==> src/ifr_pkg.sv <==
// Shared constants, types and helpers for the frequency response block.
`timescale 1ns / 1ps
package ifr_pkg;

   localparam int MAX_ORDER   = 8;
   localparam int COEF_WIDTH  = 16;
   localparam int PHASE_WIDTH = 16;

   localparam int IDX_W      = $clog2(MAX_ORDER + 1);
   localparam int ORD_W      = 4;
   localparam int ACC_W      = 32;
   localparam int ACC_FRAC   = 20;
   localparam int TRIG_W     = 26;
   localparam int TRIG_FRAC  = 24;
   localparam int COEF_FRAC  = COEF_WIDTH - 3;
   localparam int COEF_SHIFT = ACC_FRAC - COEF_FRAC;
   localparam int PROD_W     = 64;
   localparam int OUT_W      = 32;
   localparam int TURN_W     = 32;

   // quarter-wave sine polynomial, Q1.30
   localparam logic [30:0] K_C1    = 31'd1686629713;
   localparam logic [30:0] K_C3    = 31'd693598669;
   localparam logic [30:0] K_C5    = 31'd85569306;
   localparam logic [30:0] K_C7    = 31'd5026996;
   localparam logic [30:0] K_C9    = 31'd172272;
   localparam logic [30:0] ONE_Q30 = 31'h4000_0000;

   typedef enum logic [1:0] {
      OP_WR_NUM = 2'd0,
      OP_WR_DEN = 2'd1,
      OP_EVAL   = 2'd2
   } op_type;

   typedef enum logic [1:0] {
      STAT_OK       = 2'd0,
      STAT_DEN_ZERO = 2'd1,
      STAT_SAT      = 2'd2
   } status_type;

   typedef logic signed [ACC_W-1:0]      acc_type;
   typedef logic signed [TRIG_W-1:0]     trig_type;
   typedef logic signed [PROD_W-1:0]     prod_type;
   typedef logic signed [COEF_WIDTH-1:0] coef_type;

   typedef struct packed {
      logic done;
      logic sat;
   } div_stat_type;

   function automatic acc_type coef_to_acc(coef_type v);
      acc_type w;
      w = ACC_W'(v);
      return w <<< COEF_SHIFT;
   endfunction

endpackage

==> src/ifr_sincos.sv <==
// Sequential sine/cosine unit on one shared multiplier.
`timescale 1ns / 1ps
module ifr_sincos import ifr_pkg::*; (
   input  logic                   clock,
   input  logic                   reset,
   input  logic                   start,
   input  logic [PHASE_WIDTH-1:0] phase,
   output logic                   done,
   output trig_type               sin_q,
   output trig_type               cos_q
);
   logic              busy_ff, busy_in;
   logic              arg_ff, arg_in;
   logic              mulph_ff, mulph_in;
   logic [2:0]        step_ff, step_in;
   logic              done_ff, done_in;
   logic [1:0]        quad_ff, quad_in;
   logic [29:0]       xs_ff, xs_in;
   logic [30:0]       x_ff, x_in;
   logic [30:0]       x2_ff, x2_in;
   logic [30:0]       t_ff, t_in;
   logic [61:0]       prod_ff, prod_in;
   logic [24:0]       s_ff, s_in;
   trig_type          sin_ff, sin_in, cos_ff, cos_in;
   logic [TURN_W-1:0] turn;
   logic [30:0]       op_a, op_b;
   logic [31:0]       sh;
   logic [31:0]       clamp;
   logic [24:0]       rnd;
   trig_type          sv, cv;

   always_comb begin
      turn = {phase, (TURN_W - PHASE_WIDTH)'(0)};
      sh   = prod_ff[61:30];
      clamp = (sh > 32'(ONE_Q30)) ? 32'(ONE_Q30) : sh;
      rnd  = 25'((clamp + 32'd32) >> 6);
      op_a = (step_ff == 3'd0 || step_ff == 3'd5) ? x_ff : x2_ff;
      case (step_ff)
         3'd0:    op_b = x_ff;
         3'd1:    op_b = K_C9;
         default: op_b = t_ff;
      endcase
      sv = TRIG_W'({1'b0, s_ff});
      cv = TRIG_W'({1'b0, rnd});

      busy_in  = busy_ff;
      arg_in   = arg_ff;
      mulph_in = mulph_ff;
      step_in  = step_ff;
      done_in  = 1'b0;
      quad_in  = quad_ff;
      xs_in    = xs_ff;
      x_in     = x_ff;
      x2_in    = x2_ff;
      t_in     = t_ff;
      prod_in  = prod_ff;
      s_in     = s_ff;
      sin_in   = sin_ff;
      cos_in   = cos_ff;

      if (start) begin
         busy_in  = 1'b1;
         arg_in   = 1'b0;
         mulph_in = 1'b0;
         step_in  = 3'd0;
         quad_in  = turn[31:30];
         xs_in    = turn[29:0];
         x_in     = {1'b0, turn[29:0]};
      end else if (busy_ff && !mulph_ff) begin
         prod_in  = op_a * op_b;
         mulph_in = 1'b1;
      end else if (busy_ff) begin
         mulph_in = 1'b0;
         step_in  = step_ff + 3'd1;
         case (step_ff)
            3'd0: x2_in = sh[30:0];
            3'd1: t_in  = 31'(32'(K_C7) - sh);
            3'd2: t_in  = 31'(32'(K_C5) - sh);
            3'd3: t_in  = 31'(32'(K_C3) - sh);
            3'd4: t_in  = 31'(32'(K_C1) - sh);
            default: begin
               step_in = 3'd0;
               if (!arg_ff) begin
                  // sine done, start on the complement angle
                  s_in   = rnd;
                  arg_in = 1'b1;
                  x_in   = ONE_Q30 - {1'b0, xs_ff};
               end else begin
                  busy_in = 1'b0;
                  done_in = 1'b1;
                  case (quad_ff)
                     2'd0:    begin sin_in = sv;  cos_in = cv;  end
                     2'd1:    begin sin_in = cv;  cos_in = -sv; end
                     2'd2:    begin sin_in = -sv; cos_in = -cv; end
                     default: begin sin_in = -cv; cos_in = sv;  end
                  endcase
               end
            end
         endcase
      end
   end

   always_ff @(posedge clock) begin
      if (reset) begin
         busy_ff  <= 1'b0;
         mulph_ff <= 1'b0;
         done_ff  <= 1'b0;
         step_ff  <= 3'd0;
         arg_ff   <= 1'b0;
      end else begin
         busy_ff  <= busy_in;
         mulph_ff <= mulph_in;
         done_ff  <= done_in;
         step_ff  <= step_in;
         arg_ff   <= arg_in;
      end
   end

   always_ff @(posedge clock) begin
      quad_ff <= quad_in;
      xs_ff   <= xs_in;
      x_ff    <= x_in;
      x2_ff   <= x2_in;
      t_ff    <= t_in;
      prod_ff <= prod_in;
      s_ff    <= s_in;
      sin_ff  <= sin_in;
      cos_ff  <= cos_in;
   end

   assign done  = done_ff;
   assign sin_q = sin_ff;
   assign cos_q = cos_ff;
endmodule

==> config.mk <==
export PLATFORM = sky130hd
export DESIGN_NAME = ifr_sincos
export DESIGN_NICKNAME = d
export VERILOG_FILES = /design/src/ifr_pkg.sv /design/src/ifr_sincos.sv
export SDC_FILE = /design/constraint.sdc
export NUM_CORES = 2
export LEC_CHECK = 0
export ABC_AREA = 1
export BUFFER_PORTS_ARGS = -buffer_cell sky130_fd_sc_hd__buf_2
export CAP_MARGIN = 20
export CORE_ASPECT_RATIO = 1.25
export CORE_UTILIZATION = 31
export DETAILED_ROUTE_END_ITERATION = 10
export GPL_TIMING_DRIVEN = 0
export SETUP_SLACK_MARGIN = 0.3
export SYNTH_ARGS = -nofsm -noshare
export SYNTH_HDL_FRONTEND = slang
export SYNTH_SLANG_ARGS = --single-unit
==> constraint.sdc <==
create_clock -name clock -period 11.1 [get_ports clock]
set_input_delay 1.665 -clock clock [delete_from_list [all_inputs] [get_ports clock]]
set_output_delay 1.665 -clock clock [all_outputs]
set_load 0.01 [all_outputs]
==> impl_metrics.tcl <==
set metrics [dict create \
    layout_common_cells "1,167 x inv_1, 1,067 x nand2_1, 838 x fa_1" \
    cpMaxStageDelayCell "fa_1" \
    synth_edf_count 201 \
    synth_cell_types 62 \
    seq_area_frac_synth_pct 14.13 \
    outcome "completed" \
    cp-end-kind "flip-flop" \
    hold_buffers 0 \
    fmax_mhz 94.73 \
    synth-main-ff-cell "edfxtp_1" \
    drt-pass1-iter-count 6 \
    multi_input_comb_area_um2 32390 \
    slowest_delay_ns 0.60 \
    coreArea_um2 139700 \
    cts_buffer_depth 3 \
    start_util_pct 31.38 \
    synthAdderAreaFrac_pct 46.47 \
    wl_per_cell_um 22.93 \
    io_pins 72 \
    synth_top_family_by_area "adder cells" \
    cp.required_ns 11.41 \
    yosysWarnings 0 \
    routed-via-count 37539 \
    max_cap_violations 0 \
    hpwl_um 144500 \
    clk_latency_ns 0.54 \
    tightest_slew_ns 1.259 \
    synth.top_cell.area_share_pct 38.26 \
    fin_skew_ns 0.01890 \
    irDropWorstVdd_uv 405.3 \
    die_h_um 422.5 \
    place.gp.congestion 1.035 \
    portBuffers 71 \
    muxShareOfSynthArea_pct 0 \
    h-tree-depth 1 \
    synth_top_area_cell "fa_1" \
    grt_pass1_vias 39175 \
    syn_inst 5378 \
    synth_area_leaders "fa_1 38%, edfxtp_1 14%, inv_1 10%" \
    crit_fanout 10 \
    syn_to_final_growth_pct 8.774 \
    drive_gt1_share_pct 5.169 \
    slew_viol_final 0 \
    critPathArrivalTime_ns 10.86 \
    cts_tree "yes" \
    viasPerCell 5.090 \
    cp-start-kind "flip-flop" \
    setup_viol 0 \
    slew_headroom_pct 15.51 \
    clock-root-buffer "clkbuf_16" \
    ant_nets 0 \
    dieArea_um2 143000 \
    synth.avg_cell_area_um2 8.154 \
    fin_crit_sh_pct 95.10 \
    fin_crit_ns 10.56 \
    rsz0062_at_grt "false" \
    ff_latch_area_um2 6196 \
    post-route-util_pct 34.13 \
    hold_class "flip-flop to flip-flop" \
    final_common_cell "inv_1" \
    yosys.area_share.simple_pct 19.02 \
    synth_xor_area_share_pct 1.701 \
    fill_cells 14904 \
    fp.dieW_um 338.4 \
    grt_pass1_wl_um 252200 \
    netlist_area_um2 43850 \
    critPathKind "flip-flop to flip-flop" \
    clock_sinks 209 \
    gr-total-overflow 0 \
    hold_viol_final 0 \
    antenna_found_initial 0 \
    drc 0 \
    grt_max_degree 39 \
    placementRows 153 \
    powerDensity_nw_per_um2 196.9 \
    synth_seq_cells 209 \
    p_total_w 0.009390 \
    synthArstFlopShare_pct 0 \
    nets 6644 \
    post-cts-setup-buffers 0 \
    drt_iter0_drc 3389 \
    cts_buffers 21 \
    cts.clk_slew.worst_paths_ns 0.07 \
    track_usage_pct 23.72 \
    p_leak_nw 22.64 \
    synth_nets 6523 \
    wl_um 169100 \
    synth_compound_area_share_pct 6.466 \
]
[layout make-up]
type / instances / share of cell area (%)
timing repair buffer: 98 / 1.343
sequential: 209 / 12.99
clock inverter: 15 / 0.4013
inverter: 1206 / 9.564
tap: 1860 / 4.879
buffer: 194 / 1.784
antenna: 1 / 0.005246
clock buffer: 23 / 1.117
multi-input combinational: 3769 / 67.92
[cell families (layout without fill, tap and decap cells)]
logic type / count (synthesis) / after routing
AO/OA/AOI/OAI: 498 / 498
XOR/XNOR: 83 / 83
adder cells (fa/ha/maj): 1126 / 1126
buffers and inverters: 1400 / 1536
flip-flops: 209 / 209
other: 0 / 1
AND/OR/NAND/NOR: 2062 / 2062
[worst paths after layout]
check	start	endpoint	slack (ns)	cells after the start
worst max-delay path	step_ff[1]	prod_ff[59]	0.54	35
worst max register to register	step_ff[1]	prod_ff[59]	0.54	35
worst min-delay path	prod_ff[32]	x2_ff[2]	0.46	0
worst min register to register	prod_ff[32]	x2_ff[2]	0.46	0
[layer usage]
metal	global-route usage [%]	wire, um	vias to the layer above
met1	28.26	63020	18831
met4	13.42	11810	0
met5	0	0	-
met3	3.132	12340	452
li1	-	-	16472
met2	41.06	81900	1784
[Yosys cell counts, types with 12 or more instances]
cell       instances
a21oi_1          178
a31oi_1           15
clkbuf_1         177
clkinv_1          13
edfxtp_1         201
fa_1             838
ha_1             288
inv_1           1173
inv_2             17
nand2_1         1080
nand3_1          132
nand4_1           39
nor2_1           690
nor2_2            19
nor3_1            40
o2111ai_1         23
o211ai_1          12
o21a_1            14
o21ai_0          168
o21ai_1           25
or2_2             21
xnor2_1           18
xor2_1            64
[report_power, final]
group | total (W) | switching (W) | leakage, nW | internal, W
sequential | 0.00127 | 0.000112 | 1.91 | 0.00116
combinational | 0.00735 | 0.00506 | 20.4 | 0.00229
clock | 0.000764 | 0.000336 | 0.348 | 0.000428
total | 0.00939 | 0.00551 | 22.6 | 0.00388
[critical path: cells and delay by family, from the launching register on]
kind / cells / cell delay, ns
AO/OA/AOI/OAI: 1 / 0.45
XOR/XNOR: 1 / 0.33
adder cells (fa/ha/maj): 10 / 4.72
buffers and inverters: 12 / 2.58
flip-flops: 1 / 0.40
AND/OR/NAND/NOR: 11 / 1.81
[registers in the layout, indices dropped and copies added (netlist names)]
| name | flops |
|---|---|
| arg_ff | 1 |
| busy_ff | 1 |
| cos_q | 26 |
| done | 1 |
| mulph_ff | 1 |
| prod_ff | 32 |
| quad_ff | 2 |
| s_ff | 25 |
| sin_q | 26 |
| step_ff | 3 |
| t_ff | 31 |
| x2_ff | 31 |
| x_ff | 15 |
| xs_ff | 14 |
[what timing repair did]
item                       CTS  global route
setup endpoints to repair   20            17
pin swaps                    0             0
resized for setup           26            31
hold endpoints to repair     0             0
[through the flow]
stage | hold slack, ns | std cells | TNS [ns] | cell area [um2] | setup slack [ns]
global route | 0.4836 | 7374 | 0 | 47700 | 0.3256
detailed placement | 0.4491 | 7332 | -0.8698 | 46830 | -0.3055
finish | 0.4621 | 7375 | 0 | 47700 | 0.5439
floorplan | 0.4206 | 5378 | 0 | 43850 | 3.009
CTS | 0.4668 | 7370 | 0 | 47610 | 0.4419
global placement | 0.4312 | 7309 | -2.180 | 46530 | -0.5998
Note: power is estimated with default switching activity, not from simulation.
