## config.mk

```make
export PLATFORM = sky130hd
export DESIGN_NAME = ifr_coef_mem
export DESIGN_NICKNAME = d
export VERILOG_FILES = /design/src/ifr_pkg.sv /design/src/ifr_coef_mem.sv
export SDC_FILE = /design/constraint.sdc
export NUM_CORES = 1
export LEC_CHECK = 0
export BUFFER_PORTS_ARGS = -buffer_cell sky130_fd_sc_hd__buf_2
export CELL_PAD_IN_SITES_DETAIL_PLACEMENT = 2
export CELL_PAD_IN_SITES_GLOBAL_PLACEMENT = 2
export CORE_MARGIN = 2
export CORE_UTILIZATION = 40
export CTS_BUF_LIST = sky130_fd_sc_hd__clkbuf_4 sky130_fd_sc_hd__clkbuf_8 sky130_fd_sc_hd__clkbuf_16
export DETAILED_ROUTE_END_ITERATION = 16
export PLACE_DENSITY = 0.7
export RECOVER_POWER = 100
export SETUP_SLACK_MARGIN = 0.4
export SYNTH_ARGS = -nofsm -noshare
export SYNTH_HDL_FRONTEND = slang
export SYNTH_SLANG_ARGS = --single-unit
```

## constraint.sdc

```tcl
create_clock -name clock -period 2.9 [get_ports clock]
set_input_delay 0.58 -clock clock [delete_from_list [all_inputs] [get_ports clock]]
set_output_delay 0.58 -clock clock [all_outputs]
set_load 0.01 [all_outputs]
```

## src/ifr_pkg.sv

```systemverilog
// Shared constants, types and helpers for the frequency response block.
`timescale 1ns / 1ps
package ifr_pkg;

   localparam int MAX_ORDER   = 8;
   localparam int COEF_WIDTH  = 16;
   localparam int PHASE_WIDTH = 16;

   localparam int IDX_W      = $clog2(MAX_ORDER + 1);
   localparam int ORD_W      = 4;
   localparam int ACC_W      = 32;
   localparam int ACC_FRAC   = 20;
   localparam int TRIG_W     = 26;
   localparam int TRIG_FRAC  = 24;
   localparam int COEF_FRAC  = COEF_WIDTH - 3;
   localparam int COEF_SHIFT = ACC_FRAC - COEF_FRAC;
   localparam int PROD_W     = 64;
   localparam int OUT_W      = 32;
   localparam int TURN_W     = 32;

   // quarter-wave sine polynomial, Q1.30
   localparam logic [30:0] K_C1    = 31'd1686629713;
   localparam logic [30:0] K_C3    = 31'd693598669;
   localparam logic [30:0] K_C5    = 31'd85569306;
   localparam logic [30:0] K_C7    = 31'd5026996;
   localparam logic [30:0] K_C9    = 31'd172272;
   localparam logic [30:0] ONE_Q30 = 31'h4000_0000;

   typedef enum logic [1:0] {
      OP_WR_NUM = 2'd0,
      OP_WR_DEN = 2'd1,
      OP_EVAL   = 2'd2
   } op_type;

   typedef enum logic [1:0] {
      STAT_OK       = 2'd0,
      STAT_DEN_ZERO = 2'd1,
      STAT_SAT      = 2'd2
   } status_type;

   typedef logic signed [ACC_W-1:0]      acc_type;
   typedef logic signed [TRIG_W-1:0]     trig_type;
   typedef logic signed [PROD_W-1:0]     prod_type;
   typedef logic signed [COEF_WIDTH-1:0] coef_type;

   typedef struct packed {
      logic done;
      logic sat;
   } div_stat_type;

   function automatic acc_type coef_to_acc(coef_type v);
      acc_type w;
      w = ACC_W'(v);
      return w <<< COEF_SHIFT;
   endfunction

endpackage

```

## src/ifr_coef_mem.sv

```systemverilog
// Numerator and denominator coefficient memories with registered read.
`timescale 1ns / 1ps
module ifr_coef_mem import ifr_pkg::*; (
   input  logic             clock,
   input  logic             reset,
   input  logic             wr_en,
   input  logic             wr_den,
   input  logic [IDX_W-1:0] wr_addr,
   input  coef_type         wr_data,
   input  logic [IDX_W-1:0] rd_addr,
   output coef_type         rd_num,
   output coef_type         rd_den
);
   coef_type             num_mem [0:MAX_ORDER];
   coef_type             den_mem [0:MAX_ORDER];
   logic [MAX_ORDER:0]   num_vld_ff;
   logic [MAX_ORDER:0]   den_vld_ff;
   coef_type             rd_num_ff;
   coef_type             rd_den_ff;

   always_ff @(posedge clock) begin
      if (reset) begin
         num_vld_ff <= '0;
         den_vld_ff <= '0;
      end else if (wr_en) begin
         if (wr_den) den_vld_ff[wr_addr] <= 1'b1;
         else        num_vld_ff[wr_addr] <= 1'b1;
      end
   end

   always_ff @(posedge clock) begin
      if (wr_en) begin
         if (wr_den) den_mem[wr_addr] <= wr_data;
         else        num_mem[wr_addr] <= wr_data;
      end
      // entry never written reads as zero
      rd_num_ff <= num_vld_ff[rd_addr] ? num_mem[rd_addr] : '0;
      rd_den_ff <= den_vld_ff[rd_addr] ? den_mem[rd_addr] : '0;
   end

   assign rd_num = rd_num_ff;
   assign rd_den = rd_den_ff;
endmodule

```

==> results.yml, run 1 <==
hold_path:
  hold_start: "reset"
  holdPathStages: 2
  hold_end: "den_vld_ff[6]$_SDFFE_PP0P_"
  hold_path_class: "in -> reg"
yosys:
  synth_most_common_cell: "edfxtp_1"
  ys_async_sr_fraction_pct: 0
  syn-instance-count: 604
  yosys-top-cells-area: "edfxtp_1 (70%), mux4_2 (12%), dfxtp_1 (8.1%), a22oi_1 (1.9%), a21oi_2 (1.4%)"
  synthFlopType: "edfxtp_1"
  synth_cell_type_count: 29
  syn_area_per_cell_um2: 20.5
  ys_warn_count: 0
  synth_common_cells: "edfxtp_1 (288), mux4_2 (66), dfxtp_1 (50), nor2_1 (38), nand2_1 (34)"
  seq_area_frac_synth_pct: 78.1
  synth_top_area_share_pct: 70.0
  synth_seq_cells: 338
  syn_nets: 632
  synth_edf_count: 288
  synth_top_cell_by_area: "edfxtp_1"
  syn_area_um2: 12400
worst_setup_path:
  endpoint_kind: "register"
  rr_worst_depth: 4
  critPathKind: "in -> reg"
  crit_arrival_ps: 2600
  critPathTopFamily: "buffers and inverters"
  start_kind: "input pin"
  cp_cell_sequence: "clkbuf_1 > or4b_1 > nor3b_1 > clkbuf_1"
  crit_top_cell: "clkbuf_1"
  crit_start: "wr_addr[0]"
  r2r_setup_slack_ps: 610
  crit_required_ps: 3020
  r2r-end: "rd_den[1]$_SDFF_PN0_"
  critPathMaxFanout: 17
  path_buf_inv: 2
  critPathSlowestCell: "clkbuf_1"
  r2r-start: "den_vld_ff[0]$_SDFFE_PP0P_"
  max_stage_delay_ps: 1010
pwr:
  power.density_nw_per_um2: 746
  switching_share_pct: 20.7
  p_comb_share_pct: 4.0
  sequentialPowerShare_pct: 50.2
  leakage_nw: 4.54
  p_clk_share_pct: 45.9
  ir_drop_uv: 542
  power_switching_mw: 2.22
  p_int_mw: 8.47
routing:
  ant_nets: 0
  num_vias: 6133
  avgViaCountPerCell: 5.46
  post-route-drc-count: 0
  routed_wl_um: 31600
  dr.pass1.iters: 5
  wire_per_inst_um: 28.1
  drt_iter0_markers: 360
clock_tree:
  insertion_delay_ps: 530
  cts_max_path_buffers: 3
  path_clk_slew_ps: 60
  cts-root-buf: "clkbuf_16"
  cts_buffers: 37
  cts_resized: 0
  cts_setup_buffers: 0
  cts_sinks: 338
  cts_tree: "built"
  hold_buffers: 0
  htree_levels: 2
placed_design:
  numPortBuffers: 59
  globalplace.congestion: 0.756
  hpwl_um: 17600
  dp_cells: 1056
final_layout:
  nets: 727
  fill_cells: 2745
  antennaDiodeCount: 0
  finalNonFillerCells: 1124
  drive_gt1_share_pct: 24.0
  areaGrowthSynthToFinish_pct: 15.9
grt:
  grt_pass1_wl_um: 47100
  antenna_found_initial: 0
  grt_max_degree: 54
  overflow: 0
  grtUsageTotal_pct: 19.9
  grt_pass1_vias: 6979
floorplanning:
  io_pins: 60
  die_y_um: 180
  die_area_um2: 32300
  row_count: 64
  start_util_pct: 40.5
  coreArea_um2: 30500
  fp.dieW_um: 180
timing:
  fin_setup_tns_ps: 0
  fin_crit_sh_pct: 85.5
  rsz0062_at_grt: "false"
  max_freq_mhz: 403
  tightest_slew_ps: 1580
  finClkSkew_ps: 28.5
  hold_viol: 0
  slew_headroom_pct: -5.55
  period_needed_ps: 2480
  slew_violations: 18
  setup_viol: 0
run_status:
  status: "finished, violations left"
  violations: "capacitance limit, slew limit"
flow_run:
  drv_cap: 3
## power by group through the flow
stage,Clock [mW],Sequential (mW),Combinational (mW)
floorplan,0,5.46,0.251
global placement,0,5.46,0.422
detailed placement,0,5.46,0.448
CTS,5.03,5.36,0.453
global route,5.20,5.37,0.461
finish,4.90,5.36,0.422
## registers in the layout (all words and copies together), names as in the netlist
register / count
den_vld_ff: 9
den_mem: 144
rd_num: 16
num_mem: 144
num_vld_ff: 9
rd_den: 16
## cell usage in the layout, fill, tap and decap left out, types with 12 or more instances in the layout
master / count
edfxtp_1: 288
mux4_2: 66
clkbuf_1: 66
dfxtp_1: 50
clkbuf_16: 39
nand2_1: 34
a22oi_1: 32
nor2_1: 31
a21oi_1: 25
buf_4: 12
## cells by family (layout without fill, tap and decap cells)
kind of cell,Yosys count,count (layout),share of synthesized area (%)
compound gates,74,74,4.88
buf+inv,32,156,1.40
flops,338,338,78.1
mux,70,70,12.4
simple gates,90,90,3.28
## worst max path at each step
stage | to | slack, ps | cells after the start
2_1_floorplan | den_mem[0][0]$_DFFE_PP_ | 470 | 2
4_1_cts | rd_num[6]$_SDFF_PN0_ | 780 | 4
3_5_place_dp | rd_num[7]$_SDFF_PN0_ | 360 | 5
3_3_place_gp | rd_num[7]$_SDFF_PN0_ | 420 | 5
5_1_grt | num_mem[8][11]$_DFFE_PP_ | 360 | 4
6_report | num_mem[8][12]$_DFFE_PP_ | 420 | 4
## worst reg2reg max path, delay by kind of cell (launching register included)
kind             cells  cell delay (ps)
flip-flops           1              310
AO/OA/AOI/OAI        2             1090
AND/OR/NAND/NOR      1              250
multiplexers         1              470
## routing by layer
layer / vias to the layer above / GRT usage, % / routed length (um)
li1: 2639 / - / -
met1: 3294 / 24.7 / 12800
met2: 144 / 35.9 / 16700
met3: 56 / 3.12 / 1390
met4: 0 / 6.11 / 724
met5: - / 0 / 0
## metrics by stage
step | setup slack (ps) | cell area (um^2) | hold WS [ps] | util, % | total power [mW]
detailed placement | 357 | 13200 | 463 | 43.4 | 5.91
global route | 364 | 14300 | 452 | 46.9 | 11.0
floorplan | 465 | 12400 | 435 | - | 5.71
finish | 422 | 14300 | 438 | 46.9 | 10.7
global placement | 425 | 13200 | 449 | 43.4 | 5.88
CTS | 782 | 14500 | 422 | 47.6 | 10.8
## final cells by class
cell class              instances  area, um^2  area share, %
flip-flops and latches        338        9650           67.4
repair buffers                 87         398           2.78
multi-input cells             234        2490           17.4
clock inverters                19         205           1.43
clock buffers                  49        1080           7.51
inverters                       1        3.75         0.0262
well taps                     396         495           3.46
Note: power is estimated with default switching activity, not from simulation.
==> inputs of run 2 (changes only) <==
Settings changed: CORE_ASPECT_RATIO set to 0.5.
==> results.yml, run 2 (same netlist as run 1, synthesis figures left out) <==
run_status:
  status: "finished, final reports clean"
grt:
  grtUsageTotal_pct: 21.6
  grt_max_degree: 30
  overflow: 0
  grt_pass1_vias: 7064
  antenna_found_initial: 0
  grt_pass1_wl_um: 49700
floorplanning:
  die_y_um: 128
  coreArea_um2: 30300
  die_area_um2: 32400
  row_count: 45
  fp.dieW_um: 253
  io_pins: 60
  start_util_pct: 40.7
timing:
  fin_crit_sh_pct: 78.7
  finClkSkew_ps: 11.5
  slew_violations: 0
  slew_headroom_pct: 3.53
  max_freq_mhz: 438
  tightest_slew_ps: 1450
  period_needed_ps: 2280
  rsz0062_at_grt: "false"
  fin_setup_tns_ps: 0
  hold_viol: 0
  fin_ws_ps: 619
  setup_viol: 0
clock_tree:
  cts_resized: 0
  cts-root-buf: "clkbuf_16"
  cts_sinks: 338
  htree_levels: 1
  path_clk_slew_ps: 80
  hold_buffers: 0
  insertion_delay_ps: 570
  cts_setup_buffers: 0
  cts_buffers: 30
  cts_tree: "built"
  cts_max_path_buffers: 3
worst_setup_path:
  critPathMaxFanout: 9
  crit_required_ps: 3330
  critPathKind: "in -> reg"
  endpoint_kind: "register"
  crit_arrival_ps: 2710
  start_kind: "input pin"
routing:
  drt-met1-wl_um: 14200
  dr.pass1.iters: 5
  routed_wl_um: 33900
  ant_nets: 0
  avgViaCountPerCell: 5.64
  post-route-drc-count: 0
  num_vias: 6348
  wire_per_inst_um: 30.1
  route.met2.wl_um: 17000
  wl_met3_um: 1900
  drt_iter0_markers: 543
  routed.top_layer: "met4"
pwr:
  ir_drop_uv: 390
  leakage_nw: 4.53
  power.density_nw_per_um2: 729
final_layout:
  nets: 730
  final_common_cell: "edfxtp_1"
  final_core_util_pct: 47.1
  layout_common_cells: "edfxtp_1 (288), mux4_2 (66), clkbuf_1 (65)"
  drive_gt1_share_pct: 24.1
  stdcell_area_um2: 14300
  finalNonFillerCells: 1126
  reg.largest.list: "den_mem: 144 flops, num_mem: 144 flops"
  areaGrowthSynthToFinish_pct: 15.6
placed_design:
  detailedPlace.worstSlack_ps: 561
  dp_cells: 1069
  numPortBuffers: 59
  hpwl_um: 19300
  place_area_um2: 13400
  globalplace.congestion: 0.701
flow_run:
  drv_cap: 0
hold_path:
  hold_path_class: "in -> reg"
-- run 2: cell count changes in the layout (fill, tap and decap cells not counted), sizes merged --
cell | before | now
clkbuf | 116 | 100
buf | 20 | 32
bufinv | 4 | 8
inv | 3 | 1
clkinv | 11 | 12
clkinvlp | 2 | 1
diode | 0 | 1
-- run 2: critical path, stage by stage --
cell      delay [ps]
clkbuf_1         530
mux4_2           590
or2_0            260
a32oi_4          210
clkbuf_1         410
a21oi_1          120
-- run 2: worst paths after layout --
kind	start	end	slack, ps	cells past startpoint
max	rd_addr[0]	rd_num[4]$_SDFF_PN0_	620	6
min	reset	den_vld_ff[7]$_SDFFE_PP0P_	410	2
max reg2reg	num_vld_ff[2]$_SDFFE_PP0P_	rd_num[4]$_SDFF_PN0_	970	5
min reg2reg	den_vld_ff[7]$_SDFFE_PP0P_	den_vld_ff[7]$_SDFFE_PP0P_	480	2
-- run 2: layout make-up --
| cell class | count | area [um^2] |
|---|---|---|
| clock buffer | 35 | 825 |
| tap | 399 | 499 |
| inverter | 1 | 3.75 |
| multi-input combinational | 234 | 2500 |
| sequential | 338 | 9650 |
| timing repair buffer | 97 | 492 |
| fill | 2709 | 16100 |
| clock inverter | 21 | 309 |
| antenna | 1 | 2.50 |
-- run 2: stage by stage --
| stage | total power, mW | hold WS, ps |
|---|---|---|
| 2_1_floorplan | 5.71 | 435 |
| 3_3_place_gp | 5.91 | 448 |
| 3_5_place_dp | 5.94 | 469 |
| 4_1_cts | 10.5 | 380 |
| 5_1_grt | 10.7 | 405 |
| 6_report | 10.4 | 407 |
-- run 2: where the power goes --
| part | switching, mW | internal, mW |
|---|---|---|
| combinational | 0.294 | 0.161 |
| clock | 1.86 | 2.75 |
| sequential | 0.0249 | 5.33 |
| total | 2.17 | 8.24 |
-- run 2: layer usage --
metal | global-route usage (%) | up-vias
li1 | - | 2642
met1 | 29.0 | 3454
met2 | 37.1 | 199
met3 | 3.27 | 53
met4 | 5.92 | 0
met5 | 0 | -
==> inputs of run 3 (changes only) <==
Settings changed: PLACE_DENSITY 0.7 to 0.67.
Clock period 2.9 ns to 2.2 ns, I/O delays scaled along.
==> results.yml, run 3 (same netlist as run 1, synthesis figures left out) <==
grt:
  grt_pass1_vias: 6957
  grt_pass1_wl_um: 47600
  grt_max_degree: 33
  antenna_found_initial: 0
  overflow: 0
  grtUsageTotal_pct: 20.5
timing:
  tightest_slew_ps: 1240
  period_needed_ps: 1850
  setup_viol: 0
  fin_crit_sh_pct: 84.1
  slew_headroom_pct: 17.5
  fin_setup_tns_ps: 0
  finClkSkew_ps: 14.9
  hold_viol: 0
  rsz0062_at_grt: "false"
  max_freq_mhz: 541
  slew_violations: 0
routing:
  ant_nets: 0
  dr.pass1.iters: 4
  drt_iter0_markers: 414
  post-route-drc-count: 0
  avgViaCountPerCell: 5.55
  routed_wl_um: 32000
  wire_per_inst_um: 28.4
  num_vias: 6250
pwr:
  ir_drop_uv: 656
  leakage_nw: 4.68
  power.density_nw_per_um2: 916
  p_total_mw: 13.1
worst_setup_path:
  r2r_setup_slack_ps: 350
  critPathMaxFanout: 5
  start_kind: "register"
  crit_arrival_ps: 2270
  critPathKind: "reg -> reg"
  rr_worst_depth: 5
  endpoint_kind: "register"
  r2r-end: "rd_den[0]$_SDFF_PN0_"
  r2r-start: "den_vld_ff[2]$_SDFFE_PP0P_"
  crit_required_ps: 2620
final_layout:
  nets: 732
  reg.largest.list: "den_mem: 144 flops, num_mem: 144 flops"
  areaGrowthSynthToFinish_pct: 16.1
  final_common_cell: "edfxtp_1"
  drive_gt1_share_pct: 24.6
  final_core_util_pct: 47.3
  seq_area_um2: 9650
  fill_cells: 2740
  multi_input_area_um2: 2480
  antennaDiodeCount: 0
  layout_common_cells: "edfxtp_1 (288), mux4_2 (66), clkbuf_1 (55)"
clock_tree:
  htree_levels: 1
  cts_sinks: 338
  path_clk_slew_ps: 70
  cts_setup_buffers: 0
  insertion_delay_ps: 560
  cts_tree: "built"
  cts_buffers: 31
  cts_max_path_buffers: 3
  cts_resized: 0
  cts-root-buf: "clkbuf_16"
  hold_buffers: 0
placed_design:
  numPortBuffers: 59
  globalplace.congestion: 0.713
  hpwl_um: 19600
hold_path:
  holdPathStages: 2
  hold_path_class: "in -> reg"
  hold_end: "den_vld_ff[2]$_SDFFE_PP0P_"
  hold_start: "reset"
flow_run:
  drv_cap: 0
floorplanning:
  die_area_um2: 32400
  die_y_um: 128
  start_util_pct: 40.7
  io_pins: 60
  fp.dieW_um: 253
  row_count: 45
  coreArea_um2: 30300
run_status:
  status: "finished, final reports clean"
-- run 3: changes by cell type in the layout (fill, tap and decap cells not counted), moves of 3 or more --
cell / previous run / this run
bufinv_16: 8 / 2
nor2_1: 28 / 34
buf_2: 7 / 10
nor2_2: 10 / 4
buf_12: 2 / 13
buf_4: 23 / 8
clkbuf_4: 1 / 9
dlymetal6s4s_1: 0 / 4
clkbuf_8: 3 / 6
clkbuf_1: 65 / 55
clkbuf_2: 0 / 6
-- run 3: worst max-delay path, stage by stage, from the launching register on --
cell and delay, ps:
dfxtp_1 320, mux4_2 440, or2_0 250, a32oi_4 200
clkbuf_1 370, a21oi_1 120
-- run 3: area by class of cell --
cell class                      instances  share of cell area (%)
Tap cell                              399                    3.48
Clock buffer                           46                    6.45
Clock inverter                         11                   0.750
Inverter                                1                  0.0262
Multi-Input combinational cell        234                    17.3
Timing Repair Buffer                   98                    4.75
Sequential cell                       338                    67.2
-- run 3: stage by stage --
| stage | instance area (um^2) | hold WS, ps | std cells | setup slack [ps] |
|---|---|---|---|---|
| floorplan | 12400 | 435 | 604 | 52.7 |
| finish | 14400 | 259 | 1127 | 350 |
| global placement | 13700 | 448 | 1070 | 219 |
| global route | 14400 | 271 | 1127 | 264 |
| CTS | 14700 | 245 | 1127 | 513 |
| detailed placement | 13700 | 469 | 1070 | 154 |
-- run 3: power breakdown --
| part | switching, mW | internal, mW |
|---|---|---|
| registers | 0.0315 | 7.03 |
| logic | 0.380 | 0.231 |
| clock network | 2.32 | 3.14 |
| total | 2.73 | 10.4 |
-- run 3: routing by layer --
metal / up-vias / track usage (%) / wire length [um]
met4: 0 / 4.21 / 606
met1: 3438 / 28.6 / 14600
met5: - / 0 / 0
li1: 2643 / - / -
met2: 127 / 34.5 / 15700
met3: 42 / 3.33 / 1120
-- run 3: worst max path at each step --
stage                                    start                        to  slack, ps
floorplan                           wr_addr[2]   num_mem[3][0]$_DFFE_PP_         50
global placement                    rd_addr[1]     rd_num[15]$_SDFF_PN0_        220
detailed placement                  rd_addr[1]     rd_den[11]$_SDFF_PN0_        150
CTS                 num_vld_ff[3]$_SDFFE_PP0P_      rd_num[6]$_SDFF_PN0_        510
global route                            wr_den  num_mem[5][10]$_DFFE_PP_        260
finish              den_vld_ff[2]$_SDFFE_PP0P_      rd_den[0]$_SDFF_PN0_        350
